## config.mk

```make
export PLATFORM = sky130hd
export DESIGN_NAME = fixed_block_pool_allocator_flat
export DESIGN_NICKNAME = d
export VERILOG_FILES = /design/src/design/fbpa_pkg.sv /design/src/design/fbpa_ifs.sv /design/src/design/fbpa_front.sv /design/src/design/fbpa_queue.sv /design/src/design/fbpa_back.sv /design/src/design/fixed_block_pool_allocator.sv /design/src/flat_wrapper.sv
export VERILOG_INCLUDE_DIRS = /design/src /design/src/design
export SDC_FILE = /design/constraint.sdc
export NUM_CORES = 1
export LEC_CHECK = 0
export ABC_AREA = 1
export BUFFER_PORTS_ARGS = -buffer_cell sky130_fd_sc_hd__buf_4
export CAP_MARGIN = 20
export CORE_MARGIN = 4
export CORE_UTILIZATION = 54
export DETAILED_ROUTE_END_ITERATION = 7
export PLACE_DENSITY = 0.79
export SYNTH_ARGS = -nofsm -noshare
export SYNTH_HDL_FRONTEND = slang
export SYNTH_SLANG_ARGS = --single-unit
```

## constraint.sdc

```tcl
create_clock -name clk -period 17.9 [get_ports clk]
set_input_delay 2.685 -clock clk [delete_from_list [all_inputs] [get_ports clk]]
set_output_delay 2.685 -clock clk [all_outputs]
set_load 0.01 [all_outputs]
```

## src/design/fixed_block_pool_allocator_defines.svh

```systemverilog
// Assertion macros used by the pool allocator top level.
`ifndef FIXED_BLOCK_POOL_ALLOCATOR_DEFINES_SVH
`define FIXED_BLOCK_POOL_ALLOCATOR_DEFINES_SVH

// Same-cycle implication, sampled on clk and disabled while rst is high.
`define FBPA_ASSERT_IMPL(label, ante, cons, msg) \
  label: assert property (@(posedge clk) disable iff (rst) (ante) |-> (cons)) \
    else $error(msg);

// Next-cycle implication, sampled on clk and disabled while rst is high.
`define FBPA_ASSERT_NEXT(label, ante, cons, msg) \
  label: assert property (@(posedge clk) disable iff (rst) (ante) |=> (cons)) \
    else $error(msg);

`endif

```

## src/design/fbpa_pkg.sv

```systemverilog
// Shared types and constants of the fixed block pool allocator.
package fbpa_pkg;

  localparam int unsigned NUM_BLOCKS_DEF  = 32;
  localparam int unsigned BLOCK_BYTES_DEF = 64;
  localparam int unsigned QUEUE_DEPTH     = 2;
  localparam int unsigned SCAN_LANES      = 8;

  localparam int unsigned ADDR_W    = 32;
  localparam int unsigned STAT_W    = 32;
  localparam int unsigned CNT_OUT_W = 6;
  localparam int unsigned IDX_OUT_W = 5;

  localparam logic [ADDR_W-1:0] POOL_BASE_RST = 32'h2000_0000;

  typedef enum logic [1:0] {
    ST_OK      = 2'd0,
    ST_INVALID = 2'd1,
    ST_NOBLOCK = 2'd2
  } fbpa_status_t;

  typedef enum logic {
    CMD_ALLOC = 1'b0,
    CMD_FREE  = 1'b1
  } fbpa_cmd_t;

  typedef enum logic [1:0] {
    BK_IDLE,
    BK_WORK,
    BK_DONE
  } fbpa_bk_state_t;

  // A request after classification by the front end.
  typedef struct packed {
    fbpa_cmd_t         cmd;
    logic              nonnull;
    logic              in_range;
    logic [ADDR_W-1:0] off;
  } fbpa_item_t;

  typedef struct packed {
    logic full;
    logic empty;
  } fbpa_qstat_t;

  typedef struct packed {
    fbpa_status_t         status;
    logic [ADDR_W-1:0]    block_addr;
    logic [IDX_OUT_W-1:0] block_index;
    logic                 addr_ok;
    logic [CNT_OUT_W-1:0] blocks_used;
    logic [CNT_OUT_W-1:0] blocks_free;
    logic [CNT_OUT_W-1:0] blocks_peak;
    logic [STAT_W-1:0]    alloc_total;
    logic [STAT_W-1:0]    free_total;
    logic [STAT_W-1:0]    fail_total;
  } fbpa_result_t;

endpackage

```

## src/design/fbpa_ifs.sv

```systemverilog
// Request and result channel interfaces of the pool allocator.
interface fbpa_req_if;
  import fbpa_pkg::*;

  logic              valid;
  logic              ready;
  logic              cmd;
  logic [ADDR_W-1:0] addr;

  modport source (output valid, cmd, addr, input ready);
  modport sink (input valid, cmd, addr, output ready);
endinterface

interface fbpa_rsp_if;
  import fbpa_pkg::*;

  logic                 valid;
  logic                 ready;
  logic [1:0]           status;
  logic [ADDR_W-1:0]    block_addr;
  logic [IDX_OUT_W-1:0] block_index;
  logic                 addr_ok;
  logic [CNT_OUT_W-1:0] blocks_used;
  logic [CNT_OUT_W-1:0] blocks_free;
  logic [CNT_OUT_W-1:0] blocks_peak;
  logic [STAT_W-1:0]    alloc_total;
  logic [STAT_W-1:0]    free_total;
  logic [STAT_W-1:0]    fail_total;

  modport source (
    output valid, status, block_addr, block_index, addr_ok, blocks_used,
           blocks_free, blocks_peak, alloc_total, free_total, fail_total,
    input  ready
  );
  modport sink (
    input  valid, status, block_addr, block_index, addr_ok, blocks_used,
           blocks_free, blocks_peak, alloc_total, free_total, fail_total,
    output ready
  );
endinterface

```

## src/design/fbpa_front.sv

```systemverilog
// Front end: takes requests and classifies the address against the pool.
module fbpa_front #(
  parameter int unsigned NUM_BLOCKS  = fbpa_pkg::NUM_BLOCKS_DEF,
  parameter int unsigned BLOCK_BYTES = fbpa_pkg::BLOCK_BYTES_DEF
) (
  input  logic [fbpa_pkg::ADDR_W-1:0] pool_base,
  fbpa_req_if.sink                    req,
  input  fbpa_pkg::fbpa_qstat_t       q_stat,
  output logic                        push,
  output fbpa_pkg::fbpa_item_t        push_item
);
  import fbpa_pkg::*;

  localparam logic [ADDR_W:0] SPAN = (ADDR_W+1)'(NUM_BLOCKS * BLOCK_BYTES);

  logic [ADDR_W-1:0] off;

  // The offset wraps modulo 2^32, so a pool past the top of memory continues at 0.
  assign off = req.addr - pool_base;

  assign req.ready = !q_stat.full;
  assign push      = req.valid && !q_stat.full;

  assign push_item.cmd      = fbpa_cmd_t'(req.cmd);
  assign push_item.nonnull  = (req.addr != '0);
  assign push_item.in_range = ({1'b0, off} < SPAN);
  assign push_item.off      = off;
endmodule

```

## src/design/fbpa_queue.sv

```systemverilog
// Short queue of classified requests between the front and back ends.
module fbpa_queue (
  input  logic                  clk,
  input  logic                  rst,
  input  logic                  push,
  input  fbpa_pkg::fbpa_item_t  push_item,
  input  logic                  pop,
  output fbpa_pkg::fbpa_item_t  pop_item,
  output fbpa_pkg::fbpa_qstat_t q_stat
);
  import fbpa_pkg::*;

  localparam int unsigned PTR_W = (QUEUE_DEPTH > 1) ? $clog2(QUEUE_DEPTH) : 1;
  localparam int unsigned CNT_W = $clog2(QUEUE_DEPTH + 1);

  fbpa_item_t       slots [QUEUE_DEPTH];
  logic [PTR_W-1:0] wr_ptr;
  logic [PTR_W-1:0] rd_ptr;
  logic [CNT_W-1:0] count;

  always_ff @(posedge clk) begin
    if (rst) begin
      wr_ptr <= '0;
      rd_ptr <= '0;
      count  <= '0;
    end else begin
      if (push) begin
        wr_ptr <= (wr_ptr == PTR_W'(QUEUE_DEPTH - 1)) ? '0 : wr_ptr + 1'b1;
      end
      if (pop) begin
        rd_ptr <= (rd_ptr == PTR_W'(QUEUE_DEPTH - 1)) ? '0 : rd_ptr + 1'b1;
      end
      count <= count + CNT_W'(push) - CNT_W'(pop);
    end
  end

  always_ff @(posedge clk) begin
    if (push) begin
      slots[wr_ptr] <= push_item;
    end
  end

  assign pop_item     = slots[rd_ptr];
  assign q_stat.full  = (count == CNT_W'(QUEUE_DEPTH));
  assign q_stat.empty = (count == '0);
endmodule

```

## src/design/fbpa_back.sv

```systemverilog
// Back end: block index computation, bitmap scan, pool state and result register.
module fbpa_back #(
  parameter int unsigned NUM_BLOCKS  = fbpa_pkg::NUM_BLOCKS_DEF,
  parameter int unsigned BLOCK_BYTES = fbpa_pkg::BLOCK_BYTES_DEF
) (
  input  logic                        clk,
  input  logic                        rst,
  input  logic [fbpa_pkg::ADDR_W-1:0] pool_base,
  input  fbpa_pkg::fbpa_qstat_t       q_stat,
  input  fbpa_pkg::fbpa_item_t        pop_item,
  output logic                        pop,
  fbpa_rsp_if.source                  rsp
);
  import fbpa_pkg::*;

  localparam int unsigned IDX_W     = $clog2(NUM_BLOCKS);
  localparam int unsigned CNT_W     = $clog2(NUM_BLOCKS + 1);
  localparam int unsigned SPAN_W    = $clog2(NUM_BLOCKS * BLOCK_BYTES);
  localparam int unsigned NGRP      = (NUM_BLOCKS + SCAN_LANES - 1) / SCAN_LANES;
  localparam int unsigned GRP_W     = (NGRP > 1) ? $clog2(NGRP) : 1;
  localparam int unsigned LANE_W    = $clog2(SCAN_LANES);
  localparam int unsigned MAP_W     = NGRP * SCAN_LANES;
  localparam int unsigned DIV_STEPS = 2;
  localparam int unsigned DSTEP_W   = 2;
  // Reciprocal that divides every in-pool offset exactly by the block size.
  localparam int unsigned LOG_B     = $clog2(BLOCK_BYTES);
  localparam int unsigned RSH       = SPAN_W + LOG_B;
  localparam int unsigned PROD_W    = 2 * SPAN_W + 2;
  localparam longint unsigned RECIP =
    ((64'd1 << RSH) + 64'(BLOCK_BYTES) - 64'd1) / 64'(BLOCK_BYTES);

  fbpa_bk_state_t    state;
  fbpa_bk_state_t    state_next;
  fbpa_item_t        item;
  logic [SPAN_W-1:0] rem;
  logic [IDX_W-1:0]  quo;
  logic [DSTEP_W-1:0] dstep;
  logic [GRP_W-1:0]  grp;
  logic              scan_done;
  logic              scan_found;
  logic [IDX_W-1:0]  found_idx;
  logic [NUM_BLOCKS-1:0] used_map;
  logic [CNT_W-1:0]  used_count;
  logic [CNT_W-1:0]  peak_count;
  logic [STAT_W-1:0] alloc_cnt;
  logic [STAT_W-1:0] free_cnt;
  logic [STAT_W-1:0] fail_cnt;
  logic              out_valid;
  fbpa_result_t      res;

  logic              commit;
  logic              div_fin;
  logic [PROD_W-1:0] prod;
  logic [MAP_W-1:0]  map_pad;
  logic [SCAN_LANES-1:0] grp_bits;
  logic              lane_hit;
  logic [LANE_W-1:0] lane;
  logic              addr_ok;
  logic              set_bit;
  logic              clr_bit;
  fbpa_status_t      status;
  logic [ADDR_W-1:0] baddr;
  logic [IDX_W-1:0]  bidx;
  logic [CNT_W-1:0]  used_next;
  logic [CNT_W-1:0]  peak_next;
  logic [STAT_W-1:0] alloc_next;
  logic [STAT_W-1:0] free_next;
  logic [STAT_W-1:0] fail_next;

  // Next state.
  always_comb begin
    state_next = state;
    unique case (state)
      BK_IDLE: begin
        if (!q_stat.empty) begin
          state_next = BK_WORK;
        end
      end
      BK_WORK: begin
        if (div_fin && scan_done) begin
          state_next = BK_DONE;
        end
      end
      BK_DONE: begin
        if (!out_valid || rsp.ready) begin
          state_next = BK_IDLE;
        end
      end
      default: state_next = BK_IDLE;
    endcase
  end

  // State outputs.
  always_comb begin
    pop    = 1'b0;
    commit = 1'b0;
    unique case (state)
      BK_IDLE: pop    = !q_stat.empty;
      BK_WORK: ;
      BK_DONE: commit = !out_valid || rsp.ready;
      default: ;
    endcase
  end

  always_ff @(posedge clk) begin
    if (rst) begin
      state <= BK_IDLE;
    end else begin
      state <= state_next;
    end
  end

  // The quotient comes from a reciprocal product, the remainder from the registered quotient in the next cycle.
  assign div_fin = (dstep == DSTEP_W'(DIV_STEPS));
  assign prod    = PROD_W'(item.off[SPAN_W-1:0]) * PROD_W'(RECIP);

  // Blocks past the end of the pool read as used so the scan never picks them.
  always_comb begin
    map_pad = '1;
    map_pad[NUM_BLOCKS-1:0] = used_map;
  end

  assign grp_bits = map_pad[grp * SCAN_LANES +: SCAN_LANES];

  always_comb begin
    lane_hit = 1'b0;
    lane     = '0;
    for (int i = SCAN_LANES - 1; i >= 0; i--) begin
      if (!grp_bits[i]) begin
        lane_hit = 1'b1;
        lane     = LANE_W'(i);
      end
    end
  end

  always_ff @(posedge clk) begin
    if (pop) begin
      item       <= pop_item;
      quo        <= '0;
      dstep      <= '0;
      grp        <= '0;
      scan_done  <= (pop_item.cmd == CMD_FREE);
      scan_found <= 1'b0;
    end else if (state == BK_WORK) begin
      if (!div_fin) begin
        if (dstep == '0) begin
          quo <= IDX_W'(prod >> RSH);
        end else begin
          rem <= item.off[SPAN_W-1:0] - SPAN_W'(quo * BLOCK_BYTES);
        end
        dstep <= dstep + 1'b1;
      end
      if (!scan_done) begin
        if (lane_hit) begin
          scan_done  <= 1'b1;
          scan_found <= 1'b1;
          found_idx  <= IDX_W'({grp, lane});
        end else if (grp == GRP_W'(NGRP - 1)) begin
          scan_done <= 1'b1;
        end else begin
          grp <= grp + 1'b1;
        end
      end
    end
  end

  // Outcome of the request once the index and the scan are known.
  always_comb begin
    addr_ok    = item.nonnull && item.in_range && (rem == '0);
    set_bit    = 1'b0;
    clr_bit    = 1'b0;
    status     = ST_OK;
    baddr      = '0;
    bidx       = '0;
    used_next  = used_count;
    alloc_next = alloc_cnt;
    free_next  = free_cnt;
    fail_next  = fail_cnt;
    unique case (item.cmd)
      CMD_ALLOC: begin
        if (scan_found) begin
          set_bit    = 1'b1;
          used_next  = used_count + 1'b1;
          alloc_next = alloc_cnt + 1'b1;
          bidx       = found_idx;
          baddr      = pool_base + ADDR_W'(found_idx) * ADDR_W'(BLOCK_BYTES);
        end else begin
          status    = ST_NOBLOCK;
          fail_next = fail_cnt + 1'b1;
        end
      end
      CMD_FREE: begin
        priority if (!addr_ok) begin
          status = ST_INVALID;
        end else if (!used_map[quo]) begin
          // Covers a double free: the block is well formed but not in use.
          status = ST_INVALID;
          bidx   = quo;
        end else begin
          clr_bit   = 1'b1;
          used_next = used_count - 1'b1;
          free_next = free_cnt + 1'b1;
          bidx      = quo;
        end
      end
      default: ;
    endcase
    peak_next = (used_next > peak_count) ? used_next : peak_count;
  end

  always_ff @(posedge clk) begin
    if (rst) begin
      used_map   <= '0;
      used_count <= '0;
      peak_count <= '0;
      alloc_cnt  <= '0;
      free_cnt   <= '0;
      fail_cnt   <= '0;
      out_valid  <= 1'b0;
    end else begin
      if (commit) begin
        if (set_bit) begin
          used_map[found_idx] <= 1'b1;
        end
        if (clr_bit) begin
          used_map[quo] <= 1'b0;
        end
        used_count <= used_next;
        peak_count <= peak_next;
        alloc_cnt  <= alloc_next;
        free_cnt   <= free_next;
        fail_cnt   <= fail_next;
        out_valid  <= 1'b1;
      end else if (rsp.ready) begin
        out_valid <= 1'b0;
      end
    end
  end

  always_ff @(posedge clk) begin
    if (commit) begin
      res.status      <= status;
      res.block_addr  <= baddr;
      res.block_index <= IDX_OUT_W'(bidx);
      res.addr_ok     <= addr_ok;
      res.blocks_used <= CNT_OUT_W'(used_next);
      res.blocks_free <= CNT_OUT_W'(CNT_W'(NUM_BLOCKS) - used_next);
      res.blocks_peak <= CNT_OUT_W'(peak_next);
      res.alloc_total <= alloc_next;
      res.free_total  <= free_next;
      res.fail_total  <= fail_next;
    end
  end

  assign rsp.valid       = out_valid;
  assign rsp.status      = res.status;
  assign rsp.block_addr  = res.block_addr;
  assign rsp.block_index = res.block_index;
  assign rsp.addr_ok     = res.addr_ok;
  assign rsp.blocks_used = res.blocks_used;
  assign rsp.blocks_free = res.blocks_free;
  assign rsp.blocks_peak = res.blocks_peak;
  assign rsp.alloc_total = res.alloc_total;
  assign rsp.free_total  = res.free_total;
  assign rsp.fail_total  = res.fail_total;
endmodule

```

## src/design/fixed_block_pool_allocator.sv

```systemverilog
// Flow: a transferred request waits in the two-entry queue, then the back end works on it through
// the two-step index computation and, for an allocate, a scan of the 8-block bitmap groups up to
// the first free one (all groups are scanned when the pool is full) before the result register.
// The back end works on one request at a time; a stalled result adds its stall, and the two-entry
// queue keeps taking transfers meanwhile.
// Reset (rst, synchronous) frees every block, clears all counters, sets pool_base to 0x20000000.
`include "fixed_block_pool_allocator_defines.svh"

module fixed_block_pool_allocator #(
  parameter int unsigned NUM_BLOCKS  = fbpa_pkg::NUM_BLOCKS_DEF,
  parameter int unsigned BLOCK_BYTES = fbpa_pkg::BLOCK_BYTES_DEF
) (
  input  logic                        clk,
  input  logic                        rst,
  input  logic                        cfg_we,
  input  logic [fbpa_pkg::ADDR_W-1:0] cfg_data,
  fbpa_req_if.sink                    req,
  fbpa_rsp_if.source                  rsp
);
  import fbpa_pkg::*;

  logic [ADDR_W-1:0] pool_base;
  logic              push;
  logic              pop;
  fbpa_item_t        push_item;
  fbpa_item_t        pop_item;
  fbpa_qstat_t       q_stat;

  always_ff @(posedge clk) begin
    if (rst) begin
      pool_base <= POOL_BASE_RST;
    end else if (cfg_we) begin
      pool_base <= cfg_data;
    end
  end

  fbpa_front #(
    .NUM_BLOCKS  (NUM_BLOCKS),
    .BLOCK_BYTES (BLOCK_BYTES)
  ) u_front (
    .pool_base (pool_base),
    .req       (req),
    .q_stat    (q_stat),
    .push      (push),
    .push_item (push_item)
  );

  fbpa_queue u_queue (
    .clk       (clk),
    .rst       (rst),
    .push      (push),
    .push_item (push_item),
    .pop       (pop),
    .pop_item  (pop_item),
    .q_stat    (q_stat)
  );

  fbpa_back #(
    .NUM_BLOCKS  (NUM_BLOCKS),
    .BLOCK_BYTES (BLOCK_BYTES)
  ) u_back (
    .clk       (clk),
    .rst       (rst),
    .pool_base (pool_base),
    .q_stat    (q_stat),
    .pop_item  (pop_item),
    .pop       (pop),
    .rsp       (rsp)
  );

  `FBPA_ASSERT_IMPL(a_count_sum, rsp.valid,
    CNT_OUT_W'(rsp.blocks_used + rsp.blocks_free) == CNT_OUT_W'(NUM_BLOCKS),
    "used and free counts do not add up to the pool size")
  `FBPA_ASSERT_IMPL(a_noblock_full, rsp.valid && rsp.status == ST_NOBLOCK,
    rsp.blocks_used == CNT_OUT_W'(NUM_BLOCKS), "allocate failed while blocks were free")
  `FBPA_ASSERT_IMPL(a_noblock_zero, rsp.valid && rsp.status == ST_NOBLOCK,
    rsp.block_addr == '0 && rsp.block_index == '0, "failed allocate returned a block")
  `FBPA_ASSERT_NEXT(a_one_in_work, pop, !pop, "back end took a second request while one is in work")
endmodule

```

## src/flat_wrapper.sv

```systemverilog
// flat-port wrapper written by rule: the top's interface ports become plain ports
module fixed_block_pool_allocator_flat import fbpa_pkg::*;
#(
  parameter int unsigned NUM_BLOCKS  = fbpa_pkg::NUM_BLOCKS_DEF,
  parameter int unsigned BLOCK_BYTES = fbpa_pkg::BLOCK_BYTES_DEF
)
  (clk, rst, cfg_we, cfg_data, req_valid, req_cmd, req_addr, req_ready, rsp_valid, rsp_status, rsp_block_addr, rsp_block_index, rsp_addr_ok, rsp_blocks_used, rsp_blocks_free, rsp_blocks_peak, rsp_alloc_total, rsp_free_total, rsp_fail_total, rsp_ready);
  fbpa_req_if req_i ();
  fbpa_rsp_if rsp_i ();
  input  logic clk;
  input  logic rst;
  input  logic cfg_we;
  input  logic [fbpa_pkg::ADDR_W-1:0] cfg_data;
  input wire logic [$bits(req_i.valid)-1:0] req_valid;
  input wire logic [$bits(req_i.cmd)-1:0] req_cmd;
  input wire logic [$bits(req_i.addr)-1:0] req_addr;
  output wire logic [$bits(req_i.ready)-1:0] req_ready;
  output wire logic [$bits(rsp_i.valid)-1:0] rsp_valid;
  output wire logic [$bits(rsp_i.status)-1:0] rsp_status;
  output wire logic [$bits(rsp_i.block_addr)-1:0] rsp_block_addr;
  output wire logic [$bits(rsp_i.block_index)-1:0] rsp_block_index;
  output wire logic [$bits(rsp_i.addr_ok)-1:0] rsp_addr_ok;
  output wire logic [$bits(rsp_i.blocks_used)-1:0] rsp_blocks_used;
  output wire logic [$bits(rsp_i.blocks_free)-1:0] rsp_blocks_free;
  output wire logic [$bits(rsp_i.blocks_peak)-1:0] rsp_blocks_peak;
  output wire logic [$bits(rsp_i.alloc_total)-1:0] rsp_alloc_total;
  output wire logic [$bits(rsp_i.free_total)-1:0] rsp_free_total;
  output wire logic [$bits(rsp_i.fail_total)-1:0] rsp_fail_total;
  input wire logic [$bits(rsp_i.ready)-1:0] rsp_ready;
  assign req_i.valid = req_valid;
  assign req_i.cmd = req_cmd;
  assign req_i.addr = req_addr;
  assign req_ready = req_i.ready;
  assign rsp_valid = rsp_i.valid;
  assign rsp_status = rsp_i.status;
  assign rsp_block_addr = rsp_i.block_addr;
  assign rsp_block_index = rsp_i.block_index;
  assign rsp_addr_ok = rsp_i.addr_ok;
  assign rsp_blocks_used = rsp_i.blocks_used;
  assign rsp_blocks_free = rsp_i.blocks_free;
  assign rsp_blocks_peak = rsp_i.blocks_peak;
  assign rsp_alloc_total = rsp_i.alloc_total;
  assign rsp_free_total = rsp_i.free_total;
  assign rsp_fail_total = rsp_i.fail_total;
  assign rsp_i.ready = rsp_ready;
  fixed_block_pool_allocator #(.NUM_BLOCKS(NUM_BLOCKS), .BLOCK_BYTES(BLOCK_BYTES)) u_core (.clk(clk), .rst(rst), .cfg_we(cfg_we), .cfg_data(cfg_data), .req(req_i), .rsp(rsp_i));
endmodule
```

### Yosys cells after proc, flatten, opt, wreduce, memory -nomap -nowiden

Memories as Yosys holds them, arrays and structs flattened. A register that Yosys moved wholly into a read port is not among the register bits.
Index checks and enable logic that the tools add are counted.
Widths: inputs -> output; s select.

| storage, ports and cells | value |
|---|---|
| bits in registers | 374 |
| RAM bits | 70 |
| input bits | 70 |
| output and inout bits | 156 |
| word-level logic and storage cells | 173 |
| memories | 1 |

| cells by class | value |
|---|---|
| add/subtract/negate cells | 15 |
| order comparisons | 6 |
| eq/ne operators | 8 |
| shift operators | 1 |
| mux-type cells | 68 |
| bitwise operators | 11 |
| reduce and logical (&&, ||, !) cells | 27 |

Memories:

| memory | depth | width | rd ports | clocked after Yosys merged registers in | write ports | line | RTL |
|---|---|---|---|---|---|---|---|
| u_core.u_queue.slots | 2 | 35 | 1 | 1 | 1 | fbpa_queue.sv:16 | `fbpa_item_t slots [QUEUE_DEPTH];` |

Operators by type and width:

| operator | count |
|---|---|
| $mux 32 | 11 |
| $add 32x1->32 const B | 3 |
| $mux 1 | 34 |
| $add 32x11->32 | 1 |
| $and 32x32->32 | 1 |
| $lt 32x12->1 const B | 1 |
| $not 32->32 | 1 |
| $or 32x32->32 | 1 |
| $reduce_bool 32->1 | 1 |
| $shiftx 32x6->8 | 1 |
| $sub 32x32->32 | 1 |
| $mux 6 | 4 |
| $reduce_and 4->1 | 4 |
| $lt 5x6->1 const B | 2 |
| $mux 2 | 6 |
| $mux 3 | 4 |
| $pmux 6 s2 | 1 |
| $logic_not 11->1 | 1 |
| $sub 11x11->11 | 1 |
| $demux 1 s5 | 2 |
| $ge 5x1->1 const B | 2 |
| $mux 5 | 2 |
| $pmux 5 s2 | 1 |
| $reduce_and 3->1 | 3 |
| 22 further kinds | 47 |

### Depth between registers and ports, before layout

Gate-level depths: netlist of run 1.

| depth | value |
|---|---|
| word-level depth | 13 |
| mapped depth | 27 |
| mapped depth without buffers | 26 |

### Hierarchy

From an unflattened synthesis of run 1, not the netlist that was laid out.

| second synthesis, totals | value |
|---|---|
| cells, all modules | 2806 |
| area total of the unflattened synthesis | 23248.5 µm² |

Modules (own cells, without submodules):

| module | instances | cells an instance | area each (µm²) | seq. area each (µm²) |
|---|---|---|---|---|
| fbpa_back | 1 | 1888 | 16246.8 | 8588.2 |
| fbpa_queue | 1 | 140 | 2904.0 | 2202.1 |
| fbpa_front | 1 | 576 | 2761.4 | 0.0 |
| fixed_block_pool_allocator | 1 | 202 | 1336.3 | 640.6 |

### Worst setup path after synthesis of run 1

Ideal clock, no wire load.

| timing path | value |
|---|---|
| kind | input to register |
| from | input port rsp_ready |
| to | register, netlist name u_core.u_back.rsp.addr_ok |
| library setup time | 0.576 ns |
| arrival time | 7.828 ns |
| required time | 17.324 ns |
| path slack | 9.496 ns |
| stages | 5 |
| buffers on the path | 3 |
| cells stage by stage | nor2_1 -> nor2_2 -> clkbuf_1 -> clkbuf_1 -> buf_1 |

| on the way | value |
|---|---|
| cells in the longest elaborated chain, start to end | 2 |

RTL lines:

| item | line | RTL |
|---|---|---|
| from (decl) | flat_wrapper.sv:29 | `input wire logic [$bits(rsp_i.ready)-1:0] rsp_ready;` |
| $logic_or 1x1->1 | fbpa_back.sv:100 | `BK_DONE: commit = !out_valid \|\| rsp.ready;` |
| $mux 1 | fbpa_back.sv:97 | `unique case (state)` |
| net u_core.u_back.commit | fbpa_back.sv:51 | `logic commit;` |

The timed path passes the listed nets, and every way through them passes these cells.
A chain may end at the register's enable or synchronous reset.

### Final worst setup path of run 1

| timing path | value |
|---|---|
| from | input port rsp_ready |
| to | register u_core.u_back.used_map[11], in the netlist u_core.u_back.map_pad[11] |

| on the way | value |
|---|---|
| cells in the longest elaborated chain, start to end | 2 |

RTL lines:

| item | line | RTL |
|---|---|---|
| $logic_or 1x1->1 | fbpa_back.sv:100 |  |
| $mux 1 | fbpa_back.sv:97 |  |
| to (signal assigned) | fbpa_back.sv:213 | `used_map <= '0;` |
| to (signal, indexed assignment) | fbpa_back.sv:223 | `used_map[found_idx] <= 1'b1;` |
| to (signal, indexed assignment) | fbpa_back.sv:226 | `used_map[quo] <= 1'b0;` |
| to (decl) | fbpa_back.sv:42 | `logic [NUM_BLOCKS-1:0] used_map;` |

Every way passes these cells.

==> impl_results.md, run 1 <==
* Max-cap check violation count at 0
* Die ar. at ~0.042 mm²
* Status: completed
* Seq/Total Area, Yosys at 48.8%
* Most used DFF post-synth: edfxtp_1
* Post-Route WL at 57.2 mm
* Routed Antenna Nets at 0
* Die Y at 204 µm
* I/O Pins at 226
* Placement Rows at 71
* Tmin final at between 5000 and 6000 ps
* Post-synthesis register bit count at 402
* Hold Buf Count CTS at 0
* Fmax at 183 MHz
* Worst Hold Launch: u_core.u_back.item[5]
* WS Path Type: input pin to flop
* Resize count post-CTS at 0
* Post-synth EDFFs at between 200 and 250
* Reg area at between 0.01 and 0.015 mm²
* Initial Utilization at approximately 55%
* Worst setup SP type: input pin
* Hold Path Depth at 0
* HP Class: flop to flop
* Met1 Use GR at 36.1%
* Syn Area/Cell at 8.10 µm²
* Ys Warns at 0
* Die W at 204 µm
* Worst rel slew slack at a little over a third
* Post CTS Setup Buffer Count at 0
* Power per cell area at 136 mW/mm²
* Fillers at 3,195
* Area growth syn-to-layout at 17.9%
* Setup violators final at 0
* Fraction of registers with async set/reset at 0%
* Setup TNS at 0 ps
* Setup crit end kind: flop
* Pins Over Slew Limit at 0
* Period utilization at 30.6%
* Core Box Area at approximately 0.038 mm²
* Worst-margin pin slew at 950 ps
* Pin count of the biggest net entering global routing at 104
* CTS sink cnt at 402
* Worst Path Required at roughly 18,000 ps
* Worst EP arrival at 5920 ps
* Synth Cell Area at 0.0208 mm²
* DRT Pass-1 Iters at 5
* Placed insts at around 3,200
* CTS Buffer Depth at 3
* First-pass GRT wire length at roughly 90 mm
* GRT Overall Usage at 26.6%
* Reg-to-reg startpoint: u_core.u_back.quo[0]
* P_leak at about 0.011 µW
* Unique masters post-synth at 53
* Clk_skew at 8.61 ps
* Worst vdd ir at 0.0722 mV
* Synth area leaders: edfxtp_1 (31%), dfxtp_1 (18%), nand2_1 (9.1%)
* Share of cells above drive strength 1 at 12.3%
* Reg clk slew, reported paths at around 60 ps
* Met3 GRT Util at 4.57%
* Grt peak-use layer: met2
* Vias in the first global route at 17,647
* Gr ovfl total at 0
* H-tree depth at 2
* CTS Buf Count at between 40 and 50
* Multi-input gate area at between 0.008 and 0.009 mm²
* Cells after Synth at 2,571
* Post-Layout Cell Count at ~3,300
* R2R cell count at 21
* CTS root buffer: clkbuf_16
* Number of port buffers at 225
* Hold EP: u_core.u_back.rem[5]
* Global placement routability congestion at 0.973
* Syn_nets at 2,701
* R2R setup slack at around 13,000 ps
* Synth top area share at 30.6%
* TritonCTS clock tree: done
* Initial DRC Count at 1,610
* Detailed-route wire length per cell at ~17 µm
* Vias per cell at 5.52
* Detailed-route via count at approximately 18,000
* # DRC at 0
* Worst-Skew Late Latency at 560 ps
* Ant diodes at 0
* Antenna violations before repair at 0
* Endpoints failing hold at 0
* Yosys top cell by area: edfxtp_1
* Nets@finish at 2,912
* Met2 usage in global routing at 44.2%
* RSZ-0062 raised after global routing: no
* RR Endpoint: u_core.u_back.rsp.blocks_peak[3]
* CP max FO at 76
* Detailed Place HPWL at 41.9 mm
## how the worst max path moves through the flow
stage	slack (ps)	from	to
final	12420	rsp_ready	u_core.u_back.map_pad[11]
after CTS	12520	rsp_ready	u_core.u_back.map_pad[11]
after global routing	12100	rsp_ready	u_core.u_back.map_pad[11]
after global placement	12060	rsp_ready	u_core.u_back.map_pad[11]
after floorplan	9500	rsp_ready	u_core.u_back.rsp.addr_ok
after detailed placement	11940	rsp_ready	u_core.u_back.map_pad[11]
## per-stage QoR
step | setup slack (ps) | hold WS (ps) | power [µW] | area (µm²) | util (%)
5_1_grt | 12100 | 426 | 3530 | 24500 | 64.9
2_1_floorplan | 9500 | 400 | 2010 | 20800 | -
3_3_place_gp | 12060 | 407 | 2310 | 23000 | 60.7
3_5_place_dp | 11940 | 409 | 2370 | 23000 | 60.7
6_report | 12420 | 419 | 3340 | 24500 | 64.9
4_1_cts | 12520 | 424 | 3350 | 24500 | 64.8
## synthesized netlist by cell type (2+ instances only)
cell,n
a21oi_1,216
o221ai_1,6
a211oi_1,2
buf_2,7
o21a_1,9
nand3_1,102
o311ai_0,2
dfxtp_1,190
nor3_2,7
o21ai_0,190
nor3b_1,2
or2_2,3
inv_1,425
nand3b_1,4
nor2_1,234
nor2_2,3
inv_2,6
o21bai_1,4
xor2_1,102
clkbuf_1,54
a31oi_1,6
nor3_1,45
a311o_1,14
a21boi_0,2
nand4_1,43
mux2_2,14
nand2_1,507
buf_1,9
o31ai_1,6
nor4_1,30
xnor2_1,6
ha_1,57
edfxtp_1,212
clkinv_1,5
o22ai_1,9
o21ai_1,15
fa_1,3
o211ai_1,3
nand2_2,3
## final cells by class
class	instances	area share [%]
Timing Repair Buffer	238	7.39
Clock buffer	57	4.81
Sequential cell	402	41.4
Multi-Input combinational cell	1662	35.6
Clock inverter	20	1.48
Inverter	436	6.67
Tap cell	511	2.60
## per-layer routing
layer	wire length, µm	vias up
met5	0	-
met4	1450	0
met3	4710	122
met2	27100	777
met1	23900	8561
li1	-	8905
## critical path, cell delays in order
cell and delay (ps):
buf_4 80, nor2_1 80, nor2_4 100, buf_4 700, clkinv_2 800, nor3_1 940, inv_1 160, o31ai_1 270
inv_1 60
## kinds of logic (layout without fill, tap and decap cells)
family	Yosys count	in the layout	share of synthesized area, %
compound gates	489	489	12.7
simple gates	991	991	20.2
fa+ha+maj	60	60	3.71
buf+inv	507	751	9.20
mux	14	14	0.757
flops	402	402	48.8
xor+xnor	108	108	4.54
## cell usage in the layout, fill, tap and decap left out, drive strengths merged, types with 4 or more instances in the layout
cell and n:
nor2 238, nand3b 4, ha 57, edfxtp 212, bufinv 10, mux2 14
o21bai 4, a311o 14, xor2 102, nor4 31, buf 238, a21oi 216
nand4 43, xnor2 6, clkbuf 57, o221ai 6, o21ai 205, dfxtp 190
nand3 102, o31ai 6, o21a 9, nor3 52, a31oi 6, clkinv 10
o22ai 9, inv 433, nand2 511
## power by group
group | switching, µW | internal (µW)
clock network | 368 | 608
registers | 144 | 1250
logic | 642 | 335
## registers in the layout, summed over array words and instances, names as in the netlist, 5 cells and up, named ones only
| register | flops |
|---|---|
| u_core.u_back.rsp.free_total | 32 |
| u_core.u_back.found_idx | 5 |
| u_core.u_back.free_cnt | 32 |
| u_core.u_back.peak_count | 6 |
| u_core.pool_base | 32 |
| u_core.u_back.alloc_cnt | 32 |
| u_core.u_back.rsp.block_addr | 32 |
| u_core.u_back.fail_cnt | 32 |
| u_core.u_back.map_pad | 32 |
| u_core.u_back.item | 14 |
| u_core.u_back.rsp.fail_total | 32 |
| u_core.u_back.quo | 5 |
| u_core.u_back.used_count | 6 |
| u_core.u_queue.slots | 28 |
| u_core.u_back.rsp.block_index | 5 |
| u_core.u_back.rsp.blocks_used | 6 |
| u_core.u_back.rsp.alloc_total | 32 |
| u_core.u_back.rsp.blocks_free | 5 |
| u_core.u_back.rsp.blocks_peak | 6 |
| u_core.u_back.rem | 11 |
(Power assumes the default switching activity.)
==> inputs of run 2 (changes only) <==
PLACE_DENSITY = 0.82   (was 0.79)
clock period = 4.9 ns   (was 17.9 ns; I/O delays follow)
==> impl_results.md, run 2 (synthesized netlist as in run 1, its figures left out) <==
* Status: completed
* # DRC at 0 (unchanged)
* TritonCTS clock tree: done
* Gr ovfl total at 0 (unchanged)
* Core Box Area at 0.0378 mm² (unchanged)
* Initial DRC Count at 1,549 (-3.8%)
* Worst Path Required at 5220 ps (-13,120 ps)
* Area growth syn-to-layout at 16.9%
* Pins Over Slew Limit at 0 (unchanged)
* Nets@finish at 2,917 (+0.17%)
* Die ar. at 0.0418 mm² (unchanged)
* Commonest non-fill, non-tap cell in the layout: nand2_1
* Initial Utilization at 55.0% (unchanged)
* Power per cell area at 482 mW/mm² (+250%)
* P_leak at 0.0110 µW (-0.75%)
* Detailed-route via count at 18,491 (+0.69%)
* Die Y at 204 µm (unchanged)
* Pin count of the biggest net entering global routing at 165 (+59%)
* Vias in the first global route at 17,903 (+1.5%)
* CTS root buffer: clkbuf_16
* Placement Rows at 71 (unchanged)
* Die W at 204 µm (unchanged)
* Setup crit end kind: flop
* Setup violators final at 0 (unchanged)
* Max-cap check violation count at 0 (unchanged)
* Reg clk slew, reported paths at 60 ps (about the same)
* Routed Antenna Nets at 0 (unchanged)
* Worst EP arrival at 4470 ps (-1450 ps)
* Placed insts at 3,251 (+0.092%)
* RSZ-0062 raised after global routing: no
* CTS sink cnt at 402 (unchanged)
* Worst rel slew slack at 31.8% (-4.9 points)
* H-tree depth at 2 (unchanged)
* Global placement routability congestion at 0.997 (+2.5%)
* Post-Layout Cell Count at 3,332 (+0.18%)
* CTS Buf Count at 43 (+2.4%)
* CTS Buffer Depth at 3 (unchanged)
* Resize count post-CTS at 0 (unchanged)
* Tmin final at just over 4000 ps
* WS Path Type: flop to flop
* Fmax at 241 MHz
* Critical path startpoint: u_core.u_back.quo[1]
* Worst-Skew Late Latency at 580 ps (+20 ps)
* Number of port buffers at 225 (unchanged)
* GRT Overall Usage at 27.2% (+0.59 points)
* First-pass GRT wire length at 91.9 mm (+1.8%)
* Setup TNS at 0 ps (unchanged)
* CP max FO at 16 (-79%)
* Endpoints failing hold at 0 (unchanged)
* Vias per cell at 5.55 (+0.50%)
* Worst-margin pin slew at 1020 ps (+69.9 ps)
* Hold Path Depth at 1 (+1)
* Detailed-route wire length per cell at 17.5 µm (+1.5%)
* Post-Route WL at 58.1 mm (+1.7%)
* Most frequent cells in the layout: nand2_1 (507), inv_1 (425), buf_4 (239)
* DRT Pass-1 Iters at 7 (+2)
* Ant diodes at 0 (unchanged)
* Period utilization at 84.6%
* Reg-to-reg startpoint: u_core.u_back.quo[1]
* Worst Hold Slack at 365 ps (-54.3 ps)
* Worst Hold Launch: req_cmd
* Detailed Place HPWL at 42.7 mm (+2.1%)
* Antenna violations before repair at 0 (unchanged)
* Worst vdd ir at 0.407 mV (+460%)
* Worst setup SP type: flop
* R2R setup slack at 750 ps (-12,300 ps)
* R2R cell count at 19 (-9.5%)
* Post CTS Setup Buffer Count at 0 (unchanged)
* Hold Buf Count CTS at 0 (unchanged)
* I/O Pins at 226 (unchanged)
* Clk_skew at 25.2 ps (+16.6 ps)
* Share of cells above drive strength 1 at 12.2% (-0.097 points)
* Power, Total at 11,700 µW (+250%)
* HP Class: input pin to flop
==> run 2: critical path, stage by stage, from the launching register on <==
cell     delay, ps
dfxtp_1        720
inv_1          390
nand2_1        160
nand2_1         60
nand2_1         60
nand2_1         50
nor2_1         210
nand2_4        180
nand3_1        440
nand2_1        100
nand2_1         80
nand2_1        120
inv_1          140
ha_1           240
inv_1           70
nor2_1          50
a31oi_1        320
inv_1          230
o21ai_1        220
inv_1           60
==> run 2: through the flow <==
step	cell area, µm²	utilization [%]	setup slack, ps
finish	24300	64.3	753
global route	24300	64.3	255
CTS	24300	64.3	773
detailed placement	23000	60.8	769
global placement	23000	60.8	880
floorplan	20800	-	675
==> run 2: cell type report <==
type	count	area, µm²
inverter	436	1640
tap	511	639
fill	3181	13500
clock inverter	25	205
sequential	402	10200
clock buffer	54	1120
timing repair buffer	242	1820
multi-input combinational	1662	8740
==> run 2: final timing paths <==
kind / to
worst max register to register: u_core.u_back.rsp.blocks_peak[3]
worst min-delay path: u_core.u_queue.slots[1][34]
worst max-delay path: u_core.u_back.rsp.blocks_peak[3]
worst min register to register: u_core.u_back.rem[1]
==> run 2: metal layers <==
layer  GRT usage (%)  vias to the layer above  wire, µm
li1                -                     8914         -
met1            35.4                     8598     23800
met2            44.5                      824     27200
met3            5.16                      155      4720
met4            11.9                        0      2410
met5               0                        -         0
==> run 2: power by group <==
group,switching [µW],internal (µW)
sequential,507,4550
combinational,2360,1230
clock,1350,1730
==> inputs of run 3 (changes only) <==
clock period = 3.8 ns   (was 4.9 ns; I/O delays follow)
==> impl_results.md, run 3 (synthesized netlist as in run 1, its figures left out) <==
* Pins Over Slew Limit at 0 (unchanged)
* WS Path Type: flop to flop
* CTS Buffer Depth at 3 (unchanged)
* CTS root buffer: clkbuf_16
* Max incr delay on CP at 420 ps (-300 ps)
* Vias per cell at 5.49 (-1.0%)
* Pin count of the biggest net entering global routing at 73 (-56%)
* CTS Buf Count at 42 (-2.3%)
* Detailed-route wire length per cell at 17.3 µm (-0.61%)
* Worst setup SP type: flop
* CP max-delay cell: dfxtp_2
* Buf/Inv on CP at 3 (-2)
* Tmin final at 3500 ps (-652 ps)
* Die W at 204 µm (unchanged)
* Antenna violations before repair at 0 (unchanged)
* Most frequent cells in the layout: nand2_1 (507), inv_1 (423), buf_4 (263)
* Setup violators final at 0 (unchanged)
* Fmax at 286 MHz (+19%)
* RSZ-0062 raised after global routing: no
* Initial Utilization at 55.0% (unchanged)
* Worst vdd ir at 0.357 mV (-12%)
* P_leak at 0.0111 µW (+1.3%)
* Share of cells above drive strength 1 at 13.5% (+1.2 points)
* DRT Pass-1 Iters at 5 (-2)
* Placement Rows at 71 (unchanged)
* Post-route core utilization at 65.1% (+0.78 points)
* Number of port buffers at 225 (unchanged)
* Reg clk slew, reported paths at 60 ps (about the same)
* Worst Path Required at 4120 ps (-1100 ps)
* Setup crit end kind: flop
* Commonest non-fill, non-tap cell in the layout: nand2_1
* First-pass GRT wire length at 90.8 mm (-1.1%)
* Worst rel slew slack at 29.3% (-2.4 points)
* Power, Total at 15,500 µW (+32%)
* Detailed Place HPWL at 43.0 mm (+0.66%)
* CP max FO at 16 (unchanged)
* HP Class: input pin to flop
* Worst EP arrival at 3810 ps (-660 ps)
* Max-cap check violation count at 0 (unchanged)
* CP top delay family: simple AND/OR/NAND/NOR gates
* Detailed-route via count at 18,403 (-0.48%)
* Initial DRC Count at 1,416 (-8.6%)
* Worst Hold Slack at 198 ps (-167 ps)
* Vias in the first global route at 17,537 (-2.0%)
* Gr ovfl total at 0 (unchanged)
* Die Y at 204 µm (unchanged)
* Nets@finish at 2,938 (+0.72%)
* Status: completed
* Crit-path cells: clkinvlp_4 -> nor3_4 -> nand2_1 -> nand2_1 -> nor2_1 -> nand2_4 -> nand2_1 -> nand2_2 -> nand2_1 -> nand2_1 -> nand2_1 -> ha_1 -> nand2_1 -> nor2_1 -> o21ai_0 -> a31oi_2 -> inv_2 -> o21ai_1 -> inv_1
* Post-Route WL at 58.1 mm (about the same)
* Hold Buf Count CTS at 0 (unchanged)
* Core Box Area at 0.0378 mm² (unchanged)
* Routed Antenna Nets at 0 (unchanged)
* Fillers at 3,201 (+0.63%)
* Worst-Skew Late Latency at 570 ps (about the same)
* CTS sink cnt at 402 (unchanged)
* H-tree depth at 2 (unchanged)
* Period utilization at 92.0% (+7.3 points)
* Area growth syn-to-layout at 18.3%
* Die ar. at 0.0418 mm² (unchanged)
* GRT Overall Usage at 26.8% (-0.38 points)
* Ant diodes at 0 (unchanged)
* Cell mode on critical path: nand2_1
* TritonCTS clock tree: done
* Clk_skew at 13.6 ps (-11.6 ps)
* # DRC at 0 (unchanged)
* Power per cell area at 629 mW/mm² (+30%)
* Worst-margin pin slew at 1060 ps (+36.6 ps)
* Endpoints failing hold at 0 (unchanged)
* Setup TNS at 0 ps (unchanged)
* I/O Pins at 226 (unchanged)
* Global placement routability congestion at 0.948 (-4.9%)
## run 3: layout make-up
class / count / area [µm²] / area share (%)
Sequential cell: 402 / 10200 / 41.3
Multi-Input combinational cell: 1662 / 8790 / 35.7
Timing Repair Buffer: 264 / 1990 / 8.10
Inverter: 436 / 1640 / 6.66
Clock buffer: 50 / 1100 / 4.47
Tap cell: 511 / 639 / 2.60
Clock inverter: 26 / 293 / 1.19
## run 3: worst paths after layout
kind                            slack [ps]                          endpoint  cells past startpoint                   from
worst max-delay path                   300  u_core.u_back.rsp.blocks_peak[3]                     19   u_core.u_back.quo[3]
worst min-delay path                   200       u_core.u_queue.slots[1][34]                      1                req_cmd
worst max register to register         300  u_core.u_back.rsp.blocks_peak[3]                     19   u_core.u_back.quo[3]
worst min register to register         420              u_core.u_back.rem[3]                      0  u_core.u_back.item[3]
## run 3: power breakdown
group,internal [µW],switching (µW),leakage (µW),total [µW]
Sequential,5870,631,0.00354,6500
Clock,2430,1750,0.000666,4180
Combinational,1710,3120,0.00692,4820
## run 3: metal layers
layer	vias up	GRT usage [%]	wire [µm]
li1	8940	-	-
met4	0	7.54	1610
met5	-	0	0
met1	8617	36.8	25100
met3	114	4.06	4040
met2	732	44.6	27400
## run 3: timing repair
action,in CTS,in global routing
buffers inserted,0,7
setup endpoints to repair,0,12
resized for setup,0,13
## run 3: through the flow
stage	instances	setup WS, ps	area (µm²)
floorplan	2571	82.7	20800
global placement	3266	305	23100
detailed placement	3268	96.2	23100
CTS	3344	101	24500
global route	3351	8.34	24600
finish	3351	305	24600
